$ cat src/smp_pkg.sv
package smp_pkg;

    // default coordinate width (signed fixed point)
    localparam int COORD_BITS_DEF = 16;

    // configuration register indexes
    localparam int CFG_INDEX_BITS = 3;
    localparam logic [CFG_INDEX_BITS-1:0] CFG_MIRROR_ENABLE = 3'd0;
    localparam logic [CFG_INDEX_BITS-1:0] CFG_AXIS_START_X  = 3'd1;
    localparam logic [CFG_INDEX_BITS-1:0] CFG_AXIS_START_Y  = 3'd2;
    localparam logic [CFG_INDEX_BITS-1:0] CFG_AXIS_END_X    = 3'd3;
    localparam logic [CFG_INDEX_BITS-1:0] CFG_AXIS_END_Y    = 3'd4;

    // control travelling with each item; emit holds the mirror enable until
    // the range test, and the mirror decision after it
    typedef struct packed {
        logic valid;
        logic emit;
    } smp_ctl_t;

endpackage

$ cat src/smp_divider.sv
module smp_divider #(
    parameter int COORD_BITS = smp_pkg::COORD_BITS_DEF
) (
    input  logic                  clk,
    input  logic                  rst_n,
    input  logic                  adv,
    input  smp_pkg::smp_ctl_t     in_ctl,
    input  logic [COORD_BITS-1:0] in_px,
    input  logic [COORD_BITS-1:0] in_py,
    input  logic [3*COORD_BITS:0] in_nx,
    input  logic [3*COORD_BITS:0] in_ny,
    input  logic [2*COORD_BITS:0] in_len,
    output smp_pkg::smp_ctl_t     ctl,
    output logic [COORD_BITS-1:0] px,
    output logic [COORD_BITS-1:0] py,
    output logic [COORD_BITS-1:0] qx,
    output logic [COORD_BITS-1:0] qy
);
    import smp_pkg::*;

    localparam int W     = COORD_BITS;
    localparam int LEN_W = 2*W + 1;
    localparam int RL_W  = LEN_W + W;  // partial remainder over dividend/quotient bits

    // One restoring step. The upper LEN_W bits hold the partial remainder,
    // the lower W bits hold unused dividend bits shifting out while quotient
    // bits shift in. The dividend is below len * 2^W, so W steps suffice.
    function automatic logic [RL_W-1:0] div_step(input logic [RL_W-1:0] rl,
                                                  input logic [LEN_W-1:0] l);
        logic [LEN_W:0] t;
        logic [LEN_W:0] diff;
        logic           ge;
        t    = rl[RL_W-1:W-1];
        ge   = (t >= {1'b0, l});
        diff = t - {1'b0, l};
        if (ge)
            div_step = {diff[LEN_W-1:0], rl[W-2:0], 1'b1};
        else
            div_step = {t[LEN_W-1:0], rl[W-2:0], 1'b0};
    endfunction

    smp_ctl_t         ctl_reg [W];
    logic [RL_W-1:0]  rlx_reg [W];
    logic [RL_W-1:0]  rly_reg [W];
    logic [LEN_W-1:0] len_reg [W];
    logic [W-1:0]     px_reg  [W];
    logic [W-1:0]     py_reg  [W];

    smp_ctl_t         ctl_next [W];
    logic [RL_W-1:0]  rlx_next [W];
    logic [RL_W-1:0]  rly_next [W];
    logic [LEN_W-1:0] len_next [W];
    logic [W-1:0]     px_next  [W];
    logic [W-1:0]     py_next  [W];

    // one quotient bit per stage, x and y side by side
    always_comb
    begin
        for (int k = 0; k < W; k++)
        begin
            if (k == 0)
            begin
                ctl_next[k] = in_ctl;
                len_next[k] = in_len;
                px_next[k]  = in_px;
                py_next[k]  = in_py;
                rlx_next[k] = div_step(in_nx, in_len);
                rly_next[k] = div_step(in_ny, in_len);
            end
            else
            begin
                ctl_next[k] = ctl_reg[k-1];
                len_next[k] = len_reg[k-1];
                px_next[k]  = px_reg[k-1];
                py_next[k]  = py_reg[k-1];
                rlx_next[k] = div_step(rlx_reg[k-1], len_reg[k-1]);
                rly_next[k] = div_step(rly_reg[k-1], len_reg[k-1]);
            end
        end
    end

    // stage control
    always_ff @(posedge clk or negedge rst_n)
    begin
        if (!rst_n)
        begin
            for (int k = 0; k < W; k++)
                ctl_reg[k] <= '0;
        end
        else if (adv)
        begin
            for (int k = 0; k < W; k++)
                ctl_reg[k] <= ctl_next[k];
        end
    end

    // stage payload
    always_ff @(posedge clk)
    begin
        if (adv)
        begin
            for (int k = 0; k < W; k++)
            begin
                rlx_reg[k] <= rlx_next[k];
                rly_reg[k] <= rly_next[k];
                len_reg[k] <= len_next[k];
                px_reg[k]  <= px_next[k];
                py_reg[k]  <= py_next[k];
            end
        end
    end

    assign ctl = ctl_reg[W-1];
    assign px  = px_reg[W-1];
    assign py  = py_reg[W-1];
    assign qx  = rlx_reg[W-1][W-1:0];
    assign qy  = rly_reg[W-1][W-1:0];

endmodule

$ cat config.mk
export PLATFORM = sky130hd
export DESIGN_NAME = smp_divider
export DESIGN_NICKNAME = d
export VERILOG_FILES = /design/src/smp_pkg.sv /design/src/smp_divider.sv
export SDC_FILE = /design/constraint.sdc
export NUM_CORES = 2
export LEC_CHECK = 0
export BUFFER_PORTS_ARGS = -buffer_cell sky130_fd_sc_hd__buf_2
export CAP_MARGIN = 20
export CORE_MARGIN = 3
export CORE_UTILIZATION = 59
export CTS_BUF_LIST = sky130_fd_sc_hd__clkbuf_8
export DETAILED_ROUTE_END_ITERATION = 10
export PLACE_DENSITY = 0.75
export SETUP_SLACK_MARGIN = 0.3
export SYNTH_ARGS = -nofsm -noshare
export SYNTH_HDL_FRONTEND = slang
export SYNTH_SLANG_ARGS = --single-unit
$ cat constraint.sdc
create_clock -name clk -period 4.9 [get_ports clk]
set_input_delay 0.245 -clock clk [delete_from_list [all_inputs] [get_ports clk]]
set_output_delay 0.245 -clock clk [all_outputs]
set_load 0.01 [all_outputs]
Word-level counts from Yosys, hierarchy flattened
Memory sizes are Yosys's and may differ from the RTL's.
Cells that the tools add are included.
{"block": "word_totals", "register_bits": 32, "latchBits": 0, "ram_bits": 2608, "mem_bits_ro": 0, "in_bits": 168, "output_inout_bits": 66, "wordCells": 135, "mem_count": 5}
{"memory": "rlx_reg", "words": 16, "width": 49, "read_ports": 16, "rd_ports_with_merged_regs": 0, "write_ports": 16, "line_no": "smp_divider.sv:43", "source": "logic [RL_W-1:0] rlx_reg [W];"}
{"memory": "rly_reg", "words": 16, "width": 49, "read_ports": 16, "rd_ports_with_merged_regs": 0, "write_ports": 16, "line_no": "smp_divider.sv:44", "source": "logic [RL_W-1:0] rly_reg [W];"}
{"memory": "len_reg", "words": 16, "width": 33, "read_ports": 15, "rd_ports_with_merged_regs": 0, "write_ports": 16, "line_no": "smp_divider.sv:45", "source": "logic [LEN_W-1:0] len_reg [W];"}
{"memory": "px_reg", "words": 16, "width": 16, "read_ports": 16, "rd_ports_with_merged_regs": 0, "write_ports": 16, "line_no": "smp_divider.sv:46", "source": "logic [W-1:0] px_reg [W];"}
{"memory": "py_reg", "words": 16, "width": 16, "read_ports": 16, "rd_ports_with_merged_regs": 0, "write_ports": 16, "line_no": "smp_divider.sv:47", "source": "logic [W-1:0] py_reg [W];"}
{"block": "op_classes", "add_sub_neg": 32, "mul": 0, "n_div": 0, "order_cmp": 32, "eq_ne": 0, "shifts": 0, "muxes": 34, "bitwise_logic": 0, "reduce_logical": 0}
{"op": "$mux W49", "n": 32}
{"op": "$ge A34 B33 Y1", "n": 32}
{"op": "$sub A33 B33 Y33", "n": 32}
{"op": "$mux W1", "n": 2}

Logic depth before layout (Yosys ltp)
{"block": "logic_depth", "word_depth": 2, "ltp_mapped": 16, "ltp_nobuf": 15}

Least setup slack after synthesis
No wires, ideal clock.
{"block": "synth_path", "kind": "reg-to-reg", "from": "memory rly_reg[1][211] in the netlist's numbering", "to": "memory rly_reg[1][262] in the netlist's numbering (data pin)", "setup_time_ps": 262, "t_arrival_ps": 3226, "required_time_ps": 4638, "slack_ps": 1412, "path_stages_with_launch": 15, "n_path_buf": 1, "period_less_slack_ps": 3488, "cell_sequence": "edfxtp_1 inv_1 ha_1 inv_1 fa_1 a21o_1 a221oi_2 a21oi_1 a31o_1 a21o_1 a311oi_2 o211ai_2 a21boi_2 buf_6 mux2_1"}
{"item": "from (decl)", "line_no": "smp_divider.sv:44"}

==> flow_summary.json <==
{
  "clkTransAtPathRegs_ns": 0.07,
  "wl_per_cell_um": 24.0,
  "r2r-start": "len_reg[0][33]",
  "ctsHtreeMaxLevel": 5,
  "rsz0062_at_grt": "false",
  "worstPathCellList": "ha_1, inv_1, fa_1, a21o_1, a21oi_1, o21ai_0, a31oi_1, buf_4, o21ai_0, nand2_1, and3_2, buf_4, o21ai_0",
  "antenna_found_initial": 18,
  "r2r_slack_ns": 0.46,
  "cts_sinks": 2541,
  "rows": 178,
  "synthTopCellsByArea": "edfxtp_1 (54%), ha_1 (9.4%), a21oi_1 (3.7%), o21ai_0 (3.4%), xnor2_1 (3.1%)",
  "yosys_warnings": 0,
  "grt_pass1_vias": 97862,
  "reg2reg_depth": 13,
  "hold_viol": 0,
  "syn_avg_cell_area_um2": 11.5,
  "detail-route-antenna-nets": 0,
  "cts_buffers": 426,
  "firstDrtPassIters": 6,
  "p_leak_nw": 63.4,
  "viasPerCell": 6.12,
  "synthTopCellsByCount": "edfxtp_1 (2509), ha_1 (1056), a21oi_1 (1027)",
  "wl_met2_um": 187000,
  "cp_max_fo": 33,
  "synthCells": 12128,
  "synth_top_cell_area_share_pct": 53.8,
  "final_core_util_pct": 66.6,
  "die_h_um": 493,
  "setup_viol": 0,
  "p_sw_mw": 41.4,
  "grt_usage_pct": 31.6,
  "min_to": "rlx_reg[0][26]",
  "hold_path_depth": 3,
  "power_frac_comb_pct": 46.3,
  "drt_wl_total_um": 395000,
  "hp-start": "in_nx[25]",
  "seqPwrFrac_pct": 35.9,
  "yosys.area.top_type": "edfxtp_1",
  "pin_count": 234,
  "route.detailed.drc": 0,
  "cts_max_path_buffers": 4,
  "power_density_nw_per_um2": 657,
  "finalCritPeriodShare_pct": 90.6,
  "first_iter_violations": 9698,
  "tritoncts": "yes",
  "area_delta_synth_final_pct": 12.0,
  "crit_required_ns": 5.71,
  "cp-end-kind": "register",
  "drive_gt1_share_pct": 10.2,
  "async_reset_ff_share_pct": 1.26,
  "r2r_end": "rlx_reg[0][142]",
  "start_util_pct": 59.4,
  "start_kind": "register",
  "overflow": 0,
  "cp_common_cell": "o21ai_0",
  "fp.dieW_um": 493,
  "place_hpwl_um": 299000,
  "ys_seq_area_share_pct": 54.4,
  "crit_arrival_ns": 5.25,
  "wl_met1_um": 164000,
  "design.die.area_um2": 243000,
  "fmax_mhz": 225,
  "outcome": "finished clean",
  "fin_crit_ns": 4.44,
  "hold_path_class": "input port to register",
  "switching_share_pct": 40.2,
  "synth_edf_count": 2509,
  "cap_violations": 0,
  "nNetsFinal": 14216,
  "cts_root_buf": "clkbuf_8",
  "clock_skew_ns": 0.167,
  "gp_congestion": 0.981,
  "maxSlewViolCount": 0,
  "peakVddDrop_v": 0.000364,
  "p_clk_share_pct": 17.8,
  "ys_ff_latch": 2541,
  "clock_latency_ns": 1.16,
  "top_layer": "met5",
  "port-buffer-count": 233,
  "grt_max_degree": 147,
  "synth_most_common_cell": "edfxtp_1",
  "slowest_delay_ns": 0.81,
  "cp_slowest_cell": "o21ai_0",
  "synthFlopType": "edfxtp_1",
  "vias": 100609,
  "wl_met3_um": 26300,
  "slew_headroom_pct": 26.7,
  "crit_type": "register to register",
  "finalPower_mw": 103,
  "core_area_um2": 236000,
  "tightest_slew_ns": 1.10,
  "syn_nets": 13382,
  "grt_pass1_wl_um": 588000,
  "whs_ns": 0.139,
  "netlist_area_um2": 140000,
  "synth.distinct_cells": 109,
  "p_int_mw": 61.6
}
cell families (layout without fill, tap and decap cells):
group	after synthesis	count (layout)	share of synthesized area, %
AOI/OAI and AO/OA	3475	3479	15.6
buffers and inverters	1150	2290	3.32
and+or+nand+nor	2704	2704	8.96
adders and majority gates	1086	1086	9.87
muxes	326	326	2.61
other	0	6	0
DFF	2541	2541	54.4
xor gates and xnor gates	846	846	5.29
routing by layer:
metal  track usage [%]  up-vias
li1                  -    46977
met1              42.0    48848
met2              52.2     3885
met3              5.04      887
met4              12.6       12
met5                 0        -
layout by cell type (no fill, tap or decap), types with 37 or more instances in the layout:
master         instances
and2_1                48
nand4_1              173
edfxtp_1            2509
o211ai_1              53
inv_1                935
and3_1                81
nand2b_1             129
nand3_1              192
ha_1                1056
xor2_1               346
clkinv_1              97
nor3_1               129
nand2_1              993
nor4_1                37
clkinv_2              43
a211oi_1              83
mux2_2               283
o21ai_0              939
nor2_1               662
nor2b_1              115
xnor2_1              500
a31oi_1               91
buf_4                124
buf_2                233
a21oi_1             1024
o21bai_1             165
o31ai_1               73
clkbuf_8             435
o21a_1               100
dlygate4sd3_1        336
a21o_1               522
power by group through the flow:
stage               Sequential (mW)  Clock (mW)  Combinational, mW
floorplan                      34.0           0               34.6
global placement               37.2           0               45.0
detailed placement             37.2           0               45.9
CTS                            36.8        18.6               46.5
global route                   37.1        19.6               52.3
finish                         37.0        18.3               47.7
worst max-delay path by stage:
stage / slack, ns / start / cells after the start / end
6_report: 0.46 / len_reg[0][33] / 13 / rlx_reg[0][142]
5_1_grt: 0.30 / len_reg[1][0] / 13 / rly_reg[1][89]
4_1_cts: 0.32 / len_reg[0][198] / 13 / rlx_reg[0][370]
3_5_place_dp: 0.01 / len_reg[0][199] / 12 / rlx_reg[0][369]
3_3_place_gp: -0.04 / len_reg[0][199] / 12 / rlx_reg[0][369]
2_1_floorplan: 1.41 / rly_reg[1][211] / 14 / rly_reg[1][262]
worst max-delay path, delay by kind of cell, from the launching register on:
kind	cells	cell delay, ns
fa+ha+maj	2	0.50
compound gates	6	1.99
simple gates	2	0.66
buf+inv	3	0.56
flops	1	0.47
what timing repair did:
action | 4_1_cts | 5_1_grt
hold buffers | 337 | 0
gates resized for setup | 2 | 6
endpoints found under the setup margin | 34 | 96
gates cloned | 0 | 4
pin swaps | 0 | 5
endpoints found under the hold margin | 347 | 0
setup buffers | 1 | 5
final cells by class:
| cell class | count | area (µm²) |
|---|---|---|
| repair buffers | 725 | 6090 |
| clock buffers | 435 | 5990 |
| well taps | 3150 | 3940 |
| flip-flops and latches | 2541 | 76100 |
| inverters | 827 | 3100 |
| diodes | 6 | 15.0 |
| clock inverters | 303 | 2080 |
| multi-input cells | 8441 | 59500 |
| fillers | 17645 | 78800 |
stage by stage:
| step | std cells | setup TNS (ns) | setup WS [ns] | cell area (µm²) |
|---|---|---|---|---|
| floorplan | 12128 | 0 | 1.41 | 140000 |
| detailed placement | 15336 | 0 | 0.0108 | 145000 |
| CTS | 16412 | 0 | 0.316 | 157000 |
| global route | 16424 | 0 | 0.302 | 157000 |
| finish | 16428 | 0 | 0.460 | 157000 |
| global placement | 15334 | -0.0440 | -0.0440 | 145000 |
Note: power is estimated with default switching activity, not from simulation.
