File: config.mk
export PLATFORM = sky130hd
export DESIGN_NAME = smp_output
export DESIGN_NICKNAME = d
export VERILOG_FILES = /design/src/smp_pkg.sv /design/src/smp_output.sv
export SDC_FILE = /design/constraint.sdc
export NUM_CORES = 1
export LEC_CHECK = 0
export BUFFER_PORTS_ARGS = -buffer_cell sky130_fd_sc_hd__buf_2
export CORE_MARGIN = 5
export CORE_UTILIZATION = 58
export CTS_CLUSTER_SIZE = 10
export DETAILED_ROUTE_END_ITERATION = 8
export PLACE_DENSITY_LB_ADDON = 0.05
export SLEW_MARGIN = 0
export SYNTH_ARGS = -nofsm -noshare
export SYNTH_HDL_FRONTEND = slang
export SYNTH_SLANG_ARGS = --single-unit
File: constraint.sdc
create_clock -name clk -period 4.2 [get_ports clk]
set_clock_uncertainty 0.1 [all_clocks]
set_input_delay 0.84 -clock clk [delete_from_list [all_inputs] [get_ports clk]]
set_output_delay 0.84 -clock clk [all_outputs]
set_load 0.005 [all_outputs]
File: src/smp_pkg.sv
package smp_pkg;

    // default coordinate width (signed fixed point)
    localparam int COORD_BITS_DEF = 16;

    // configuration register indexes
    localparam int CFG_INDEX_BITS = 3;
    localparam logic [CFG_INDEX_BITS-1:0] CFG_MIRROR_ENABLE = 3'd0;
    localparam logic [CFG_INDEX_BITS-1:0] CFG_AXIS_START_X  = 3'd1;
    localparam logic [CFG_INDEX_BITS-1:0] CFG_AXIS_START_Y  = 3'd2;
    localparam logic [CFG_INDEX_BITS-1:0] CFG_AXIS_END_X    = 3'd3;
    localparam logic [CFG_INDEX_BITS-1:0] CFG_AXIS_END_Y    = 3'd4;

    // control travelling with each item; emit holds the mirror enable until
    // the range test, and the mirror decision after it
    typedef struct packed {
        logic valid;
        logic emit;
    } smp_ctl_t;

endpackage

File: src/smp_output.sv
module smp_output #(
    parameter int COORD_BITS = smp_pkg::COORD_BITS_DEF
) (
    input  logic                  clk,
    input  logic                  rst_n,
    input  smp_pkg::smp_ctl_t     in_ctl,
    input  logic [COORD_BITS-1:0] in_px,
    input  logic [COORD_BITS-1:0] in_py,
    input  logic [COORD_BITS-1:0] in_qx,
    input  logic [COORD_BITS-1:0] in_qy,
    input  logic [COORD_BITS-1:0] sx,
    input  logic [COORD_BITS-1:0] sy,
    input  logic                  neg_x,
    input  logic                  neg_y,
    output logic                  hold,
    output logic                  out_strobe,
    output logic [COORD_BITS-1:0] out_x,
    output logic [COORD_BITS-1:0] out_y,
    output logic                  is_mirrored,
    output logic                  last
);
    import smp_pkg::*;

    localparam int W   = COORD_BITS;
    localparam int R_W = W + 4;
    localparam logic [W-1:0] COORD_MAX = {1'b0, {(W-1){1'b1}}};
    localparam logic [W-1:0] COORD_MIN = {1'b1, {(W-1){1'b0}}};

    smp_ctl_t     r_ctl_reg;
    logic [W-1:0] r_px_reg, r_py_reg, r_rx_reg, r_ry_reg;

    logic         pend_reg, pend_next;
    logic [W-1:0] pend_x_reg, pend_y_reg;
    logic         strobe_reg, strobe_next;
    logic         mir_reg, mir_next;
    logic         last_reg, last_next;
    logic [W-1:0] ox_reg, ox_next, oy_reg, oy_next;
    logic [W-1:0] rx_sat, ry_sat;
    logic         adv;

    // 2*(s +/- q) - p, clamped to the coordinate range
    function automatic logic [W-1:0] reflect(input logic [W-1:0] s,
                                             input logic [W-1:0] q,
                                             input logic         neg,
                                             input logic [W-1:0] p);
        logic [R_W-1:0] s_ext;
        logic [R_W-1:0] q_ext;
        logic [R_W-1:0] sum;
        logic [R_W-1:0] r;
        logic [4:0]     top;
        s_ext = {{4{s[W-1]}}, s};
        q_ext = {4'b0000, q};
        sum   = neg ? s_ext - q_ext : s_ext + q_ext;
        r     = {sum[R_W-2:0], 1'b0} - {{4{p[W-1]}}, p};
        top   = r[R_W-1:W-1];
        if ((&top) || !(|top))
            reflect = r[W-1:0];
        else if (r[R_W-1])
            reflect = COORD_MIN;
        else
            reflect = COORD_MAX;
    endfunction

    assign adv    = !pend_reg;
    assign rx_sat = reflect(sx, in_qx, neg_x, in_px);
    assign ry_sat = reflect(sy, in_qy, neg_y, in_py);

    // reflect stage control
    always_ff @(posedge clk or negedge rst_n)
    begin
        if (!rst_n)
            r_ctl_reg <= '0;
        else if (adv)
            r_ctl_reg <= in_ctl;
    end

    // reflect stage payload
    always_ff @(posedge clk)
    begin
        if (adv)
        begin
            r_px_reg <= in_px;
            r_py_reg <= in_py;
            r_rx_reg <= rx_sat;
            r_ry_reg <= ry_sat;
        end
    end

    // result sequencing: echo first, reflected point in the next cycle
    always_comb
    begin
        pend_next   = 1'b0;
        strobe_next = 1'b0;
        mir_next    = 1'b0;
        last_next   = 1'b0;
        ox_next     = r_px_reg;
        oy_next     = r_py_reg;
        if (pend_reg)
        begin
            strobe_next = 1'b1;
            mir_next    = 1'b1;
            last_next   = 1'b1;
            ox_next     = pend_x_reg;
            oy_next     = pend_y_reg;
        end
        else if (r_ctl_reg.valid)
        begin
            strobe_next = 1'b1;
            last_next   = !r_ctl_reg.emit;
            pend_next   = r_ctl_reg.emit;
        end
    end

    always_ff @(posedge clk or negedge rst_n)
    begin
        if (!rst_n)
        begin
            pend_reg   <= 1'b0;
            strobe_reg <= 1'b0;
        end
        else
        begin
            pend_reg   <= pend_next;
            strobe_reg <= strobe_next;
        end
    end

    always_ff @(posedge clk)
    begin
        mir_reg  <= mir_next;
        last_reg <= last_next;
        ox_reg   <= ox_next;
        oy_reg   <= oy_next;
        if (adv)
        begin
            pend_x_reg <= r_rx_reg;
            pend_y_reg <= r_ry_reg;
        end
    end

    assign hold        = pend_reg;
    assign out_strobe  = strobe_reg;
    assign out_x       = ox_reg;
    assign out_y       = oy_reg;
    assign is_mirrored = mir_reg;
    assign last        = last_reg;

endmodule

Word level (Yosys, flattened, before mapping)
Cells that the tools add are included.

operators by class
  add/subtract/negate cells = 6
  multiplexer cells = 14
  reduce and logical (&&, ||, !) cells = 9

operators with widths
  kind                          number
  2-to-1 mux 16 bit             6
  subtractor 20 bit             2
  2-to-1 mux 19 bit             2
  adder 16 x 17 -> 18 bit       2
  subtractor 16 x 17 -> 18 bit  2
  AND reduction 5 bit           2
  OR reduction 5 bit            2
  2-to-1 mux 1 bit              6
  logical NOT 1 bit             3
  logical OR 1 bit              2

word-level totals
  bits in registers = 134
  output and inout port bits = 36
  word-level logic and storage cells = 43

Depth between registers and ports, before layout
  depth in word-level cells = 7
  mapped depth = 26
  mapped depth without buffers = 25

Worst setup path after synthesis
OpenSTA, ideal clock, no wires.

  kind = in2reg
  start = in neg_y
  end = reg r_ry_reg[10], data pin
  library setup time = 0.269 ns
  arrival = 5.203 ns
  slack = -1.371 ns
  cell stages on the path = 23
  path buffers = 3
  cells stage by stage = clkbuf_1 > clkbuf_1 > mux2i_1 > ha_1 > nor2b_1 > o21ai_0 > a21boi_1 > o21ai_0 > nand2b_1 > a31o_2 > a31oi_1 > nor2b_1 > xnor2_1 > ha_1 > a21oi_1 > o21ai_0 > a221oi_1 > a21boi_1 > o311ai_1 > and3_1 > a22oi_2 > buf_2 > a21oi_1

on the way
  cells in the longest elaborated chain, start to end = 6

RTL lines
  element                 RTL line          RTL
  start: declaration      smp_output.sv:14  input logic neg_y,
  2-to-1 mux 19 bit (*)   smp_output.sv:53  sum = neg ? s_ext - q_ext : s_ext + q_ext;
  subtractor 20 bit (*)   smp_output.sv:54  r = {sum[R_W-2:0], 1'b0} - {{4{p[W-1]}}, p};
  OR reduction 5 bit      smp_output.sv:56  if ((&top) || !(|top))
  logical NOT 1 bit       smp_output.sv:56
  logical OR 1 bit        smp_output.sv:56
  2-to-1 mux 16 bit (*)   smp_output.sv:56
  named net ry_sat[10]    smp_output.sv:38  logic [W-1:0] rx_sat, ry_sat;
  end signal: assignment  smp_output.sv:85  r_ry_reg <= ry_sat;
  end: declaration        smp_output.sv:30  logic [W-1:0] r_px_reg, r_py_reg, r_rx_reg, r_ry_reg;

Mark *: on every way through the listed nets, which the timed path passes. The rest lies on a longest branch.
A chain may end at the register's enable or synchronous reset.

Final worst setup path
  start = in in_qx[0]
  end = reg r_rx_reg[7], data pin

on the way
  cells in the longest elaborated chain, start to end = 7

RTL lines
  element                                                                  RTL line          RTL
  start: declaration                                                       smp_output.sv:9   input logic [COORD_BITS-1:0] in_qx,
  adder 16 x 17 -> 18 bit or subtractor 16 x 17 -> 18 bit (tied branches)  smp_output.sv:53
  2-to-1 mux 19 bit (*)                                                    smp_output.sv:53
  subtractor 20 bit (*)                                                    smp_output.sv:54
  OR reduction 5 bit                                                       smp_output.sv:56
  logical NOT 1 bit                                                        smp_output.sv:56
  logical OR 1 bit                                                         smp_output.sv:56
  2-to-1 mux 16 bit (*)                                                    smp_output.sv:56
  named net rx_sat[7]                                                      smp_output.sv:38
  end signal: assignment                                                   smp_output.sv:84  r_rx_reg <= rx_sat;
  end: declaration                                                         smp_output.sv:30

Marks and branches as above.

==> results by group <==
Setup path
  • Crit path max fanout: 5
  • Crit start category: input pin
  • Worst setup EP type: register
  • Required time worst endpoint: 4240 ps
  • Reg2reg path depth: 4
  • Arr. time, crit path: 5190 ps
  • Critical path class: in2reg

Pwr
  • Max rail drop VDD: 0.4119 mV
  • Int Power: 4.904 mW
  • Clock network fraction of total power: 17.3%
  • Part of the power in combinational logic: 54.9%
  • P_leak: 5.893 nW
  • Reg power frac: 27.8%
  • Pwr dens: 596.8 nW/um2
  • P_sw: 2.914 mW
  • Sw Ratio: 37.27%

Synth
  • Syn nets: 1,029
  • Post-synth ARST share: 2.985%
  • Top cells by area, synth: edfxtp_1 33%, ha_1 10%, dfxtp_1 7.8%
  • Yosys top cell area share: 32.84%
  • #FFs+latches synth: 134
  • EDFF count, synth: 96
  • Syn_area_per_cell: 10.32 um2
  • Seq/Total Area, Yosys: 41.73%
  • Count leader, synth: edfxtp_1
  • Netlist cell types: 77
  • Syn. warnings: 0
  • Synth area leader: edfxtp_1
  • Top post-synthesis cells by count: 96 x edfxtp_1, 92 x a21oi_1, 74 x inv_1
  • Top_reg_cell synth: edfxtp_1
  • Post-Synthesis Cell Area: 8778 um2
  • Gate Count Post-Synth: 851

Global route
  • GR Util met3: 4.867%
  • Met2 GRT Util: 42.55%
  • Busiest grt layer: met2
  • Global routing usage on met1: 38.01%
  • Grt total ovfl: 0
  • First-pass GRT wire length: 38,320 um
  • Initial antenna violation count: 0
  • Total track usage: 26.73%
  • Pin count of the biggest net entering global routing: 41
  • Vias in the first global route: 7,764

Cells and area
  • Diode count: 0
  • Synth-to-Final Area Change: 49.23%
  • Layout cells sized above 1: 48.50%
  • Final net count: 1,435

Floorplan
  • Die footprint: 17,700 um2
  • Row cnt: 45
  • Core Area: 15,030 um2
  • Die height: 133.0 um
  • Ports: 138
  • Die Wd: 133.0 um
  • Initial Utilization: 58.39%

Drt
  • ANT nets after route: 0
  • Vias per inst: 5.695
  • Drc violations: 0
  • Routed WL per cell: 18.72 um
  • Routed wire length: 27,300 um
  • Router iterations before antenna repair: 7
  • Vias after detailed routing: 8,304
  • Number of DRC markers in iteration 0: 598

CTS
  • Hold_buf cts: 0
  • CTS tree: built
  • H-tree Lvls: 4
  • CTS max path bufs: 2
  • CTS clk-pin slew, worst paths: 50 ps
  • Clk Latency, worst-skew pair: 410 ps
  • Clk sink count: 134
  • Num CTS Buffers: 17
  • CTS root buf: clkbuf_16

Timing
  • Peak Freq: 0.1943 GHz
  • Fin crit share: 122.5%
  • WHS: 127.8 ps
  • Final hold vios: 0
  • Slew @ Worst Pin: 691.0 ps
  • Period minus WS final: 5147 ps
  • Final setup violation count: 32
  • Fin worst setup slack: -947.0 ps
  • RSZ-0062 raised after global routing: yes
  • Final max-slew violation count: 0
  • Worst slew margin: 53.88%

Run status
  • Status: finished with violations
  • Violated checks: setup timing

Placed design
  • Hpwl dp: 16,550 um
  • Routability Congestion: 0.8711
  • Port bufs: 137
  • Dpl ws: -1248 ps

Run
  • Maxcap violations: 0

Hold path
  • Hold/Removal Path Class: in2async
area by class of cell:
type                            count  area, um2
Inverter                           74      286.5
Fill cell                         748       1933
Multi-Input combinational cell    629       5527
Clock inverter                      9      80.08
Clock buffer                       23      447.9
Timing Repair Buffer              401       2860
Tap cell                          188      235.2
Sequential cell                   134       3664
kinds of logic after synthesis:
kind of cell               after synthesis  share of synthesized area (%)
AOI/OAI and AO/OA                      231                          18.33
xor gates and xnor gates                87                          8.851
adders and majority gates               76                          11.17
buffers and inverters                   89                          3.877
DFF                                    134                          41.73
muxes                                   36                          4.590
and+or+nand+nor                        198                          11.45
power by group through the flow:
stage	clock, mW	sequential, mW	combinational (mW)
floorplan	0	2.12	1.98
global placement	0	2.13	3.09
detailed placement	0	2.15	3.17
CTS	1.32	2.14	3.71
global route	1.43	2.21	4.55
finish	1.35	2.18	4.29
metrics by stage:
| step | instances | area [um2] | total power [mW] | utilization (%) | setup TNS, ps |
|---|---|---|---|---|---|
| after floorplan | 851 | 9030 | 4.097 | - | -27130 |
| after global placement | 1370 | 11410 | 5.218 | 75.88 | -36210 |
| after detailed placement | 1370 | 11410 | 5.324 | 75.88 | -38230 |
| after CTS | 1444 | 12640 | 7.169 | 84.09 | -20030 |
| after global routing | 1458 | 13100 | 8.184 | 87.14 | -33410 |
| final | 1458 | 13100 | 7.819 | 87.14 | -26440 |
cells in the final DEF, fill, tap and decap left out, drive strengths merged, types with 3 or more instances in the layout:
cell type and instances:
or3 6, o21a 14, a21oi 96, nor3b 4
clkinv 6, nand4 7, and2 5, ha 72
edfxtp 96, a31o 4, buf 401, o31ai 3
and3 8, a21o 24, nand3 15, a211oi 6
inv 74, o2111ai 3, o211ai 13, a221oi 3
or2 3, xnor2 67, nand2 36, xor2 20
o21bai 7, mux2 34, o21ai 32, nor4 3
dfxtp 34, a31oi 7, nand2b 12, fa 4
a21boi 3, nor3 23, clkbuf 23, nor2b 13
nor2 56, dfrtp 4
final timing paths:
path | from | endpoint | slack (ps)
worst max-delay path | in_qx[0] | r_rx_reg[7] | -950
worst min-delay path | rst_n | r_ctl_reg[0] | 130
worst max register to register | hold | hold | 1810
worst min register to register | r_rx_reg[10] | pend_x_reg[10] | 320
max in group asynchronous | rst_n | r_ctl_reg[1] | 3750
min in group clk | r_rx_reg[10] | pend_x_reg[10] | 320
worst max-delay path, stage by stage:
cell       delay (ps)
buf_8             100
inv_4              50
ha_4              200
mux2i_4           200
ha_1              270
a21o_1            200
a21oi_2           180
o21bai_2          100
buf_4             140
a21o_1            180
a21oi_2           140
o21bai_1           70
a21oi_1           150
xnor2_1           140
ha_1              280
buf_6             140
a21oi_1           180
nor2_1            100
nor2_2            190
o211ai_4          130
buf_6             140
a2111oi_4         430
o21ai_4           190
o21ai_4           320
a21oi_2           120
repair_timing:
| item | in CTS | in global routing |
|---|---|---|
| pin swaps | 34 | 79 |
| gates resized for setup | 75 | 74 |
| setup buffers | 41 | 15 |
| gates cloned | 3 | 0 |
| setup endpoints to repair | 32 | 32 |
routing by layer:
| metal | part of all wire, % | up-vias |
|---|---|---|
| met5 | 0 | - |
| met4 | 3.3 | 0 |
| met3 | 7.7 | 84 |
| met2 | 47 | 438 |
| met1 | 42 | 3864 |
| li1 | - | 3918 |
(Power assumes the default switching activity.)
